$ cat src/rtl/linear_probe_hash_insert_top_assert.svh
// Assertion macros used by the RTL top module.
`ifndef LINEAR_PROBE_HASH_INSERT_TOP_ASSERT_SVH
`define LINEAR_PROBE_HASH_INSERT_TOP_ASSERT_SVH

// Same-cycle implication, disabled during reset
`define LPHI_ASSERT_IMP(label, clk, rst_n, ante, cons, msg) \
	label: assert property (@(posedge clk) disable iff (!(rst_n)) (ante) |-> (cons)) \
		else $error(msg);

// Next-cycle implication, disabled during reset
`define LPHI_ASSERT_NXT(label, clk, rst_n, ante, cons, msg) \
	label: assert property (@(posedge clk) disable iff (!(rst_n)) (ante) |=> (cons)) \
		else $error(msg);

`endif

$ cat src/rtl/lphi_pkg.sv
package lphi_pkg;

	// Field widths of the item channels and the config register
	localparam int KEY_IN_W = 16;
	localparam int SLOT_W   = 5;
	localparam int STAT_W   = 2;
	localparam int OFS_W    = 16;

	// key + offset, one carry bit
	localparam int SUM_W  = 17;

	// Remainder steps: reciprocal multiply, then multiply back and subtract
	localparam int HASH_STEPS = 2;
	localparam int HCNT_W     = 1;

	// Defaults
	localparam int TABLE_SIZE_DEF = 17;
	localparam int KEY_WIDTH_DEF  = 16;
	localparam logic [OFS_W-1:0] HASH_OFFSET_RST = 16'd3;

	// Result status codes
	localparam logic [STAT_W-1:0] ST_INSERTED = 2'd0;
	localparam logic [STAT_W-1:0] ST_FULL     = 2'd1;
	localparam logic [STAT_W-1:0] ST_EMPTY    = 2'd2;
	localparam logic [STAT_W-1:0] ST_OCCUPIED = 2'd3;

	// Item actions
	localparam logic ACT_INSERT = 1'b0;
	localparam logic ACT_READ   = 1'b1;

	typedef enum logic [2:0] {
		S_CLEAR,
		S_IDLE,
		S_HASH,
		S_PROBE,
		S_RDREQ,
		S_RDCHK,
		S_DONE
	} state_t;

	// Controller to datapath
	typedef struct packed {
		logic ready;     // take an item
		logic clr;       // clearing pass write
		logic load;      // latch accepted item
		logic hash;      // one remainder step
		logic probe;     // read at probe pointer, advance
		logic rd_slot;   // read at requested slot
		logic res_ins;   // write key, latch insert result
		logic res_full;  // latch table-full result
		logic res_rd;    // latch read result
		logic out_load;  // move result to output register
	} cmd_t;

	// Datapath to controller
	typedef struct packed {
		logic clr_last;
		logic hash_last;
		logic free_hit;
		logic probe_full;
		logic out_free;
	} sts_t;

endpackage

$ cat src/rtl/lphi_req_if.sv
interface lphi_req_if;
	import lphi_pkg::*;

	logic                valid;
	logic                ready;
	logic                action;
	logic [KEY_IN_W-1:0] key;
	logic [SLOT_W-1:0]   slot;

	modport source (output valid, action, key, slot, input ready);
	modport sink   (input valid, action, key, slot, output ready);
endinterface

$ cat src/rtl/lphi_rsp_if.sv
interface lphi_rsp_if;
	import lphi_pkg::*;

	logic                valid;
	logic                ready;
	logic [STAT_W-1:0]   status;
	logic [SLOT_W-1:0]   slot_used;
	logic [KEY_IN_W-1:0] key_out;

	modport source (output valid, status, slot_used, key_out, input ready);
	modport sink   (input valid, status, slot_used, key_out, output ready);
endinterface

$ cat src/rtl/lphi_ctrl.sv
module lphi_ctrl (
	input  logic             clk,
	input  logic             arst_n,
	input  logic             in_valid,
	input  logic             in_action,
	input  lphi_pkg::sts_t   sts,
	output lphi_pkg::cmd_t   cmd,
	output lphi_pkg::state_t st
);
	import lphi_pkg::*;

	state_t state_q, state_nxt;

	// State register
	always_ff @(posedge clk or negedge arst_n) begin
		if (!arst_n) begin
			state_q <= S_CLEAR;
		end else begin
			state_q <= state_nxt;
		end
	end

	// Next state
	always_comb begin
		state_nxt = state_q;
		unique case (state_q)
			S_CLEAR: begin
				if (sts.clr_last) state_nxt = S_IDLE;
			end
			S_IDLE: begin
				if (in_valid) state_nxt = (in_action == ACT_READ) ? S_RDREQ : S_HASH;
			end
			S_HASH: begin
				if (sts.hash_last) state_nxt = S_PROBE;
			end
			S_PROBE: begin
				if (sts.free_hit || sts.probe_full) state_nxt = S_DONE;
			end
			S_RDREQ: begin
				state_nxt = S_RDCHK;
			end
			S_RDCHK: begin
				state_nxt = S_DONE;
			end
			S_DONE: begin
				if (sts.out_free) state_nxt = S_IDLE;
			end
			default: begin
				state_nxt = S_CLEAR;
			end
		endcase
	end

	// Commands
	always_comb begin
		cmd = '0;
		unique case (state_q)
			S_CLEAR: begin
				cmd.clr = 1'b1;
			end
			S_IDLE: begin
				cmd.ready = 1'b1;
				cmd.load  = in_valid;
			end
			S_HASH: begin
				cmd.hash = 1'b1;
			end
			S_PROBE: begin
				cmd.probe    = 1'b1;
				cmd.res_ins  = sts.free_hit;
				cmd.res_full = !sts.free_hit && sts.probe_full;
			end
			S_RDREQ: begin
				cmd.rd_slot = 1'b1;
			end
			S_RDCHK: begin
				cmd.res_rd = 1'b1;
			end
			S_DONE: begin
				cmd.out_load = sts.out_free;
			end
			default: begin
				cmd = '0;
			end
		endcase
	end

	assign st = state_q;

endmodule

$ cat src/rtl/lphi_dp.sv
module lphi_dp #(
	parameter int TABLE_SIZE = lphi_pkg::TABLE_SIZE_DEF,
	parameter int KEY_WIDTH  = lphi_pkg::KEY_WIDTH_DEF
) (
	input  logic                          clk,
	input  logic                          arst_n,
	input  logic                          cfg_we,
	input  logic [lphi_pkg::OFS_W-1:0]    cfg_wdata,
	input  logic [lphi_pkg::KEY_IN_W-1:0] in_key,
	input  logic [lphi_pkg::SLOT_W-1:0]   in_slot,
	input  lphi_pkg::cmd_t                cmd,
	output lphi_pkg::sts_t                sts,
	output logic                          out_valid,
	input  logic                          out_ready,
	output logic [lphi_pkg::STAT_W-1:0]   out_status,
	output logic [lphi_pkg::SLOT_W-1:0]   out_slot_used,
	output logic [lphi_pkg::KEY_IN_W-1:0] out_key_out
);
	import lphi_pkg::*;

	localparam int IDX_W  = $clog2(TABLE_SIZE);
	localparam int KW_EFF = (KEY_WIDTH < KEY_IN_W) ? KEY_WIDTH : KEY_IN_W;
	localparam logic [KEY_IN_W-1:0] KEY_MASK =
		KEY_IN_W'((33'(1) << KW_EFF) - 33'(1));
	localparam logic [IDX_W-1:0] LAST_IDX = IDX_W'(TABLE_SIZE - 1);

	// Reciprocal of TABLE_SIZE, exact for every sum below 2**SUM_W
	localparam int     RCP_SH = SUM_W + IDX_W;
	localparam int     RCP_W  = SUM_W + 1;
	localparam int     PROD_W = SUM_W + RCP_W;
	localparam int     QUO_W  = PROD_W - RCP_SH;
	localparam longint RCP_M  =
		((longint'(1) << RCP_SH) + longint'(TABLE_SIZE) - longint'(1)) / longint'(TABLE_SIZE);
	localparam logic [RCP_W-1:0] RCP_K  = RCP_W'(RCP_M);
	localparam logic [SUM_W-1:0] TS_SUM = SUM_W'(TABLE_SIZE);

	// Config register
	logic [OFS_W-1:0] hash_offset_q;

	always_ff @(posedge clk or negedge arst_n) begin
		if (!arst_n) begin
			hash_offset_q <= HASH_OFFSET_RST;
		end else if (cfg_we) begin
			hash_offset_q <= cfg_wdata;
		end
	end

	// Item registers
	logic [KEY_IN_W-1:0] key_q;
	logic [SLOT_W-1:0]   slot_q;
	logic [SUM_W-1:0]    sum_q;
	logic [PROD_W-1:0]   prod_q;
	logic [IDX_W-1:0]    r_q;       // remainder, then probe pointer
	logic [HCNT_W-1:0]   hcnt_q;
	logic [IDX_W-1:0]    chk_cnt_q;
	logic [IDX_W-1:0]    clr_ptr_q;
	logic [KEY_IN_W-1:0] key_m;
	logic [QUO_W-1:0]    quo;
	logic [SUM_W-1:0]    rem_full;

	// Table memory: valid bit on top of the key
	logic [KEY_WIDTH:0]  mem [TABLE_SIZE];
	logic                rd_en;
	logic [IDX_W-1:0]    rd_addr;
	logic                slot_in_range;
	logic                wr_en;
	logic [IDX_W-1:0]    wr_addr;
	logic [KEY_WIDTH:0]  wr_data;
	logic [KEY_WIDTH:0]  rdata_s1;
	logic [IDX_W-1:0]    rd_ptr_s1;
	logic                rd_vld_s1;
	logic                entry_used;

	assign key_m    = in_key & KEY_MASK;
	assign quo      = prod_q[PROD_W-1:RCP_SH];
	assign rem_full = sum_q - SUM_W'(quo) * TS_SUM;

	// Remainder of key + offset: quotient by reciprocal, then subtract; then probing
	always_ff @(posedge clk) begin
		if (cmd.load) begin
			key_q  <= key_m;
			slot_q <= in_slot;
			sum_q  <= SUM_W'(key_m) + SUM_W'(hash_offset_q);
			r_q    <= '0;
		end else if (cmd.hash) begin
			if (hcnt_q == '0) begin
				prod_q <= PROD_W'(sum_q) * PROD_W'(RCP_K);
			end else begin
				r_q <= IDX_W'(rem_full);
			end
		end else if (cmd.probe) begin
			r_q <= (r_q == LAST_IDX) ? '0 : r_q + 1'b1;
		end
	end

	// Step counters
	always_ff @(posedge clk or negedge arst_n) begin
		if (!arst_n) begin
			hcnt_q    <= '0;
			chk_cnt_q <= '0;
			clr_ptr_q <= '0;
		end else begin
			if (cmd.load) begin
				hcnt_q    <= '0;
				chk_cnt_q <= '0;
			end else begin
				if (cmd.hash) hcnt_q <= hcnt_q + 1'b1;
				if (cmd.probe && rd_vld_s1) chk_cnt_q <= chk_cnt_q + 1'b1;
			end
			if (cmd.clr) clr_ptr_q <= clr_ptr_q + 1'b1;
		end
	end

	// Memory port control
	assign slot_in_range = 32'(slot_q) < 32'(TABLE_SIZE);
	assign rd_en   = cmd.probe || (cmd.rd_slot && slot_in_range);
	assign rd_addr = cmd.probe ? r_q : IDX_W'(slot_q);
	assign wr_en   = cmd.clr || cmd.res_ins;
	assign wr_addr = cmd.clr ? clr_ptr_q : rd_ptr_s1;
	assign wr_data = cmd.clr ? '0 : {1'b1, KEY_WIDTH'(key_q)};

	always_ff @(posedge clk) begin
		if (wr_en) begin
			mem[wr_addr] <= wr_data;
		end
		if (rd_en) begin
			rdata_s1  <= mem[rd_addr];
			rd_ptr_s1 <= rd_addr;
		end
	end

	always_ff @(posedge clk or negedge arst_n) begin
		if (!arst_n) begin
			rd_vld_s1 <= 1'b0;
		end else begin
			rd_vld_s1 <= rd_en;
		end
	end

	assign entry_used = rdata_s1[KEY_WIDTH];

	// Status to controller
	always_comb begin
		sts            = '0;
		sts.clr_last   = clr_ptr_q == LAST_IDX;
		sts.hash_last  = hcnt_q == HCNT_W'(HASH_STEPS - 1);
		sts.free_hit   = rd_vld_s1 && !entry_used;
		sts.probe_full = rd_vld_s1 && entry_used && (chk_cnt_q == LAST_IDX);
		sts.out_free   = !out_valid || out_ready;
	end

	// Result hold
	logic [STAT_W-1:0]   res_status_q;
	logic [SLOT_W-1:0]   res_slot_q;
	logic [KEY_IN_W-1:0] res_key_q;

	always_ff @(posedge clk) begin
		if (cmd.res_ins) begin
			res_status_q <= ST_INSERTED;
			res_slot_q   <= SLOT_W'(rd_ptr_s1);
			res_key_q    <= '0;
		end else if (cmd.res_full) begin
			res_status_q <= ST_FULL;
			res_slot_q   <= '0;
			res_key_q    <= '0;
		end else if (cmd.res_rd) begin
			res_slot_q <= slot_q;
			if (rd_vld_s1 && entry_used) begin
				res_status_q <= ST_OCCUPIED;
				res_key_q    <= KEY_IN_W'(rdata_s1[KEY_WIDTH-1:0]);
			end else begin
				res_status_q <= ST_EMPTY;
				res_key_q    <= '0;
			end
		end
	end

	// Output register
	always_ff @(posedge clk or negedge arst_n) begin
		if (!arst_n) begin
			out_valid <= 1'b0;
		end else if (cmd.out_load) begin
			out_valid <= 1'b1;
		end else if (out_ready) begin
			out_valid <= 1'b0;
		end
	end

	always_ff @(posedge clk) begin
		if (cmd.out_load) begin
			out_status    <= res_status_q;
			out_slot_used <= res_slot_q;
			out_key_out   <= res_key_q;
		end
	end

endmodule

$ cat src/rtl/linear_probe_hash_insert_top.sv
// Open-addressing hash table with linear probing.
// req channel (valid/ready): action 0 inserts key at the first free slot at or
// after (key + hash_offset) mod TABLE_SIZE, wrapping; action 1 reads a slot.
// rsp channel (valid/ready): one result item per request item: status,
// slot_used and key_out. A full table gives status table-full, nothing written.
// cfg_we/cfg_wdata write hash_offset in any cycle the block is idle.
// Sequence: an insert computes the remainder (reciprocal multiply, then
// multiply back and subtract), then probes with one registered table read
// per cycle, one slot checked per cycle after the first, then loads the
// output register, which raises rsp.valid. A read does a registered table
// read of the requested slot, checks it, then loads the output register.
// One item is in work at a time; req.ready is high only while idle, from the
// cycle after the previous result is loaded. The output register lets the
// next item be accepted while a result waits; while rsp is stalled a finished
// item holds in the block.
// Reset: the table's valid bits are swept clear, one slot per cycle, after
// reset; req.ready stays low during that pass.
// hash_offset resets to 3.
module linear_probe_hash_insert_top #(
	parameter int TABLE_SIZE = lphi_pkg::TABLE_SIZE_DEF,
	parameter int KEY_WIDTH  = lphi_pkg::KEY_WIDTH_DEF
) (
	input  logic                       clk,
	input  logic                       arst_n,
	input  logic                       cfg_we,
	input  logic [lphi_pkg::OFS_W-1:0] cfg_wdata,
	lphi_req_if.sink                   req,
	lphi_rsp_if.source                 rsp
);
	import lphi_pkg::*;

	`include "linear_probe_hash_insert_top_assert.svh"

	cmd_t   cmd;
	sts_t   sts;
	state_t st;
	logic   req_acc;
	logic   rsp_no_key;

	lphi_ctrl u_ctrl (
		.clk       (clk),
		.arst_n    (arst_n),
		.in_valid  (req.valid),
		.in_action (req.action),
		.sts       (sts),
		.cmd       (cmd),
		.st        (st)
	);

	lphi_dp #(
		.TABLE_SIZE (TABLE_SIZE),
		.KEY_WIDTH  (KEY_WIDTH)
	) u_dp (
		.clk           (clk),
		.arst_n        (arst_n),
		.cfg_we        (cfg_we),
		.cfg_wdata     (cfg_wdata),
		.in_key        (req.key),
		.in_slot       (req.slot),
		.cmd           (cmd),
		.sts           (sts),
		.out_valid     (rsp.valid),
		.out_ready     (rsp.ready),
		.out_status    (rsp.status),
		.out_slot_used (rsp.slot_used),
		.out_key_out   (rsp.key_out)
	);

	assign req.ready = cmd.ready;

	// Terms for the checks below
	assign req_acc    = req.valid && req.ready;
	assign rsp_no_key = rsp.valid && (rsp.status == ST_INSERTED || rsp.status == ST_FULL);

	// An accepted item always starts work
	`LPHI_ASSERT_NXT(a_accept_starts, clk, arst_n, req_acc, st != S_IDLE, "item did not start")

	// A new result appears only when the controller finishes an item
	`LPHI_ASSERT_IMP(a_rsp_done, clk, arst_n, $rose(rsp.valid), $past(st) == S_DONE, "stray item")

	// Inserts report no key
	`LPHI_ASSERT_IMP(a_ins_no_key, clk, arst_n, rsp_no_key, rsp.key_out == '0, "key on insert")

endmodule
$ cat src/flat_wrapper.sv
// flat-port wrapper written by rule: the top's interface ports become plain ports
module linear_probe_hash_insert_top_flat import lphi_pkg::*;
#(
	parameter int TABLE_SIZE = lphi_pkg::TABLE_SIZE_DEF,
	parameter int KEY_WIDTH  = lphi_pkg::KEY_WIDTH_DEF
)
  (clk, arst_n, cfg_we, cfg_wdata, req_valid, req_action, req_key, req_slot, req_ready, rsp_valid, rsp_status, rsp_slot_used, rsp_key_out, rsp_ready);
  lphi_req_if req_i ();
  lphi_rsp_if rsp_i ();
  input  logic clk;
  input  logic arst_n;
  input  logic cfg_we;
  input  logic [lphi_pkg::OFS_W-1:0] cfg_wdata;
  input wire logic [$bits(req_i.valid)-1:0] req_valid;
  input wire logic [$bits(req_i.action)-1:0] req_action;
  input wire logic [$bits(req_i.key)-1:0] req_key;
  input wire logic [$bits(req_i.slot)-1:0] req_slot;
  output wire logic [$bits(req_i.ready)-1:0] req_ready;
  output wire logic [$bits(rsp_i.valid)-1:0] rsp_valid;
  output wire logic [$bits(rsp_i.status)-1:0] rsp_status;
  output wire logic [$bits(rsp_i.slot_used)-1:0] rsp_slot_used;
  output wire logic [$bits(rsp_i.key_out)-1:0] rsp_key_out;
  input wire logic [$bits(rsp_i.ready)-1:0] rsp_ready;
  assign req_i.valid = req_valid;
  assign req_i.action = req_action;
  assign req_i.key = req_key;
  assign req_i.slot = req_slot;
  assign req_ready = req_i.ready;
  assign rsp_valid = rsp_i.valid;
  assign rsp_status = rsp_i.status;
  assign rsp_slot_used = rsp_i.slot_used;
  assign rsp_key_out = rsp_i.key_out;
  assign rsp_i.ready = rsp_ready;
  linear_probe_hash_insert_top #(.TABLE_SIZE(TABLE_SIZE), .KEY_WIDTH(KEY_WIDTH)) u_core (.clk(clk), .arst_n(arst_n), .cfg_we(cfg_we), .cfg_wdata(cfg_wdata), .req(req_i), .rsp(rsp_i));
endmodule
$ cat config.mk
export PLATFORM = sky130hd
export DESIGN_NAME = linear_probe_hash_insert_top_flat
export DESIGN_NICKNAME = d
export VERILOG_FILES = /design/src/rtl/lphi_pkg.sv /design/src/rtl/lphi_req_if.sv /design/src/rtl/lphi_rsp_if.sv /design/src/rtl/lphi_ctrl.sv /design/src/rtl/lphi_dp.sv /design/src/rtl/linear_probe_hash_insert_top.sv /design/src/flat_wrapper.sv
export VERILOG_INCLUDE_DIRS = /design/src /design/src/rtl
export SDC_FILE = /design/constraint.sdc
export NUM_CORES = 1
export LEC_CHECK = 0
export BUFFER_PORTS_ARGS = -buffer_cell sky130_fd_sc_hd__buf_2
export CAP_MARGIN = 20
export CORE_UTILIZATION = 45
export CTS_BUF_LIST = sky130_fd_sc_hd__clkbuf_8 sky130_fd_sc_hd__clkbuf_16
export DETAILED_ROUTE_END_ITERATION = 7
export SLEW_MARGIN = 20
export SYNTH_ARGS = -nofsm -noshare
export SYNTH_HDL_FRONTEND = slang
export SYNTH_SLANG_ARGS = --single-unit
$ cat constraint.sdc
create_clock -name clk -period 6.4 [get_ports clk]
set_clock_uncertainty 0.2 [all_clocks]
set_input_delay 0.64 -clock clk [delete_from_list [all_inputs] [get_ports clk]]
set_output_delay 0.64 -clock clk [all_outputs]
set_load 0.02 [all_outputs]
==> results <==
- For this run, design rule violations remaining after detail routing come to 0.
- The data arrival time of the critical path is 6.11 ns.
- The post-layout utilization of the core is 52.1%.
- After synthesis the netlist holds a flip-flop and latch count of around 440.
- The number of antenna violations at the first check in global routing is 2.
- Dividing total power by cell area gives a power density of 518 mW/mm2.
- Entering global routing, the biggest net connects 70 pins.
- Across the run, the number of max-cap violations was 0.
- The net count of the finished layout is about 1700.
- At the end of routability-driven placement, the weighted congestion stood at 0.830.
- The highest net fanout along the worst path is 7.
- Summed over all cells, the static leakage comes to between 0.008 and 0.009 uW.
- Counting the buffers created by CTS gives 47.
- Before CTS, the worst setup slack after placement is 0.385 ns.
- The number of distinct library cells after synthesis is 57.
- Of all flip-flops after synthesis, the portion carrying an async set or reset was between 7 and 8%.
- The hold violation count in the final report is 0.
- Counting flops with a built-in enable in the synthesized netlist gives 382.
- The upper clock frequency limit is 167 MHz.
- Synthesis produced a netlist with a net count of 1544.
- The final max-slew violation count is 0.
- The setup violation total in the final timing report is 0.
- The number of optimization iterations in the first detailed-route pass is 5.
- The first global-routing pass estimated slightly below 70000 um of wire.
- The maximum single-stage delay on the critical path is about 0.56 ns.
- The clock tree from TritonCTS is built.
- The floorplan step set the die width to roughly 220 um.
- STA classifies the critical path endpoint as a register.
- In this run the core area contains 77 standard-cell rows.
- The global-route usage over all layers is 19.4%.
- Post-CTS timing repair inserted 0 buffers for setup.
- The data required time at the worst endpoint is around 6.5 ns.
- The number of diodes is 0.
- The number of routed nets with antenna violations is 0.
- The synthesis warning total is 0.
- Setup repair after global routing left no endpoint under its margin.
- The worst path uses 93.7% of the clock period.
- CTS placed an instance of sky130_fd_sc_hd__clkbuf_16 at the clock tree root.
- The critical path is of the reg2reg type.
- At the later pin of the worst-skew pair, clock insertion delay measures 0.59 ns.
- The final-layout setup total negative slack is 0 ns.
- The clock slew seen by the registers of the worst setup and hold paths is ~0.060 ns.
- The maximum clock path buffer count is 3.
- The actual slew at the worst max-slew pin is between 1 and 1.5 ns.
- The worst relative slew slack is 29.9%.
- The startpoint class of the critical path is a register.
- The flow ran to the end, and the final reports show no timing, DRC or antenna violations.
- In this run the worst hold path is classified as in2reg.
- The number of inserted filler cells in the final layout is 3698.
- The H-tree depth reported by CTS is 2.
- After legalization and detailed placement, the total HPWL measured 28800 um.
- The number of placed I/O pins is just under 70.
- The count of buffers added on input and output ports is 67.
- Cells with a size suffix above 1 make up 18.9% of the layout.
- For this run, the leading register cell type out of synthesis is sky130_fd_sc_hd__edfxtp_1.
- The floorplan step set the die height to approximately 220 um.
- After clock tree synthesis, the repair step resized 0 gates.
- Of the synthesized area, sequential elements account for 62.1%.
- The mean routed wirelength per cell is about 21 um.
- The final critical-path required period is 5.99 ns.
- The number of clock sinks is 437.
- Among all stages on the critical path, the largest delay is contributed by sky130_fd_sc_hd__edfxtp_1.
- The slack of the critical path is about 0.41 ns.
- After synthesis, the mean cell area works out to 15.6 um2.
- The area growth from synthesis to layout is 13.3%.
- The most common library cell in the layout ignoring fill and taps is sky130_fd_sc_hd__edfxtp_1.
- The routed layout has 11105 vias.
- The library cells used most frequently in the layout, excluding fill and tap cells, are 382 x sky130_fd_sc_hd__edfxtp_1, 160 x sky130_fd_sc_hd__inv_1, 112 x sky130_fd_sc_hd__ha_1.
- The total standard cell area after synthesis is 0.0205 mm2.
- The aggregate routed wire length is 43300 um.
- The area of the placeable core is 0.0446 mm2.
- The critical path goes through inv_1 -> fa_1 -> inv_1 -> fa_1 -> fa_1 -> inv_1 -> fa_1 -> inv_1 -> fa_1 -> inv_1 -> fa_1 -> inv_1 -> ha_1 -> a21o_1 -> a21o_1 -> a21oi_1 -> a2bb2oi_1 -> o211ai_1 -> a31oi_1 -> xnor2_1.
- VDD sags by at most 0.430 mV.
- The floorplan step defined a die boundary enclosing 0.0464 mm2.
- After the first detailed-routing iteration, the DRC count stood at 767.
- Synthesis produced 1316 cells.
- The initial standard-cell utilization of the core is roughly 46%.
- In the routed layout, each cell is associated on average with a via count of 5.39.
- The total global routing overflow is 0.
- The via count of the first global-routing pass is 11790.
timing repair:
action                     CTS  global route
hold endpoints to repair    33             0
hold buffers                 4             0
setup endpoints to repair    0             0
worst max-delay path, delay by kind of cell (launching register included):
| family | cells | cell delay [ns] |
|---|---|---|
| adders and majority gates | 7 | 3.41 |
| buffers and inverters | 6 | 0.37 |
| AOI/OAI and AO/OA | 6 | 1.10 |
| DFF | 1 | 0.56 |
| xor gates and xnor gates | 1 | 0.09 |
final timing paths:
check                      slack, ns                      start  cells past startpoint                            to
max                             0.41       u_core.u_dp.sum_q[4]                     20        u_core.u_dp.prod_q[26]
min                             0.03                req_slot[1]                      1         u_core.u_dp.slot_q[1]
max reg2reg                     0.41       u_core.u_dp.sum_q[4]                     20        u_core.u_dp.prod_q[26]
min reg2reg                     0.22  u_core.u_dp.res_slot_q[4]                      0  u_core.u_dp.out_slot_used[4]
max in group asynchronous       4.92                     arst_n                      2      u_core.u_dp.clr_ptr_q[4]
min in group asynchronous       0.52                     arst_n                      2  u_core.u_dp.hash_offset_q[7]
area by class of cell:
type / count / area (um2) / area share (%)
Clock buffer: 51 / 1230 / 5.30
Clock inverter: 37 / 211 / 0.910
Inverter: 145 / 544 / 2.34
Multi-Input combinational cell: 695 / 7120 / 30.7
Sequential cell: 437 / 12700 / 54.8
Tap cell: 592 / 741 / 3.19
Timing Repair Buffer: 104 / 648 / 2.79
logic make-up (layout without fill, tap and decap cells):
| kind of cell | count (synthesis) | count (layout) | share of synthesized area [%] |
|---|---|---|---|
| XOR/XNOR | 38 | 38 | 1.62 |
| adder cells (fa/ha/maj) | 185 | 185 | 14.0 |
| AND/OR/NAND/NOR | 232 | 232 | 5.35 |
| flip-flops | 437 | 437 | 62.1 |
| buffers and inverters | 184 | 337 | 3.53 |
| AO/OA/AOI/OAI | 154 | 154 | 4.99 |
| multiplexers | 86 | 86 | 8.45 |
sequential cells by signal, indices dropped and copies added, names as in the netlist, 2 cells and up:
name / flops
u_core.u_dp.mem: 289
u_core.u_dp.rdata_s1: 17
u_core.u_dp.sum_q: 17
u_core.u_dp.hash_offset_q: 16
u_core.u_dp.key_q: 16
u_core.u_dp.out_key_out: 16
u_core.u_dp.res_key_q: 16
u_core.u_dp.chk_cnt_q: 5
u_core.u_dp.clr_ptr_q: 5
u_core.u_dp.out_slot_used: 5
u_core.u_dp.prod_q: 5
u_core.u_dp.r_q: 5
u_core.u_dp.rd_ptr_s1: 5
u_core.u_dp.res_slot_q: 5
u_core.u_dp.slot_q: 5
u_core.u_ctrl.st: 3
u_core.u_dp.out_status: 2
u_core.u_dp.res_status_q: 2
power breakdown:
part / internal, uW / leakage, uW / switching, uW
sequential: 3780 / 0.00404 / 223
clock: 1390 / 0.000768 / 1100
combinational: 2380 / 0.00400 / 3150
stage by stage:
stage / power (uW) / hold slack [ns] / cells / instance area, um2
2_1_floorplan: 8130 / 0.144 / 1316 / 20500
3_3_place_gp: 9550 / 0.206 / 1969 / 21700
3_5_place_dp: 9670 / 0.205 / 1969 / 21700
4_1_cts: 12200 / 0.000673 / 2061 / 23200
6_report: 12000 / 0.0328 / 2061 / 23200
5_1_grt: 13100 / 0.00910 / 2061 / 23200
layer usage:
layer / global-route usage [%] / up-vias / wire length, um
li1: - / 5103 / -
met1: 26.4 / 5690 / 19300
met2: 32.4 / 247 / 21200
met3: 3.38 / 63 / 1970
met4: 4.94 / 2 / 847
met5: 0 / - / 13
cell usage after synthesis (all sizes together), types with 27 or more instances:
| cell | count | area [um2] |
|---|---|---|
| a21oi | 42 | 210 |
| a22oi | 35 | 263 |
| dfrtp | 30 | 751 |
| edfxtp | 382 | 11500 |
| fa | 73 | 1460 |
| ha | 112 | 1400 |
| inv | 145 | 544 |
| mux4 | 68 | 1530 |
| nand2 | 78 | 293 |
| nand3 | 42 | 210 |
| nor2 | 52 | 195 |
| xnor2 | 27 | 236 |
Note: power is estimated with default switching activity, not from simulation.
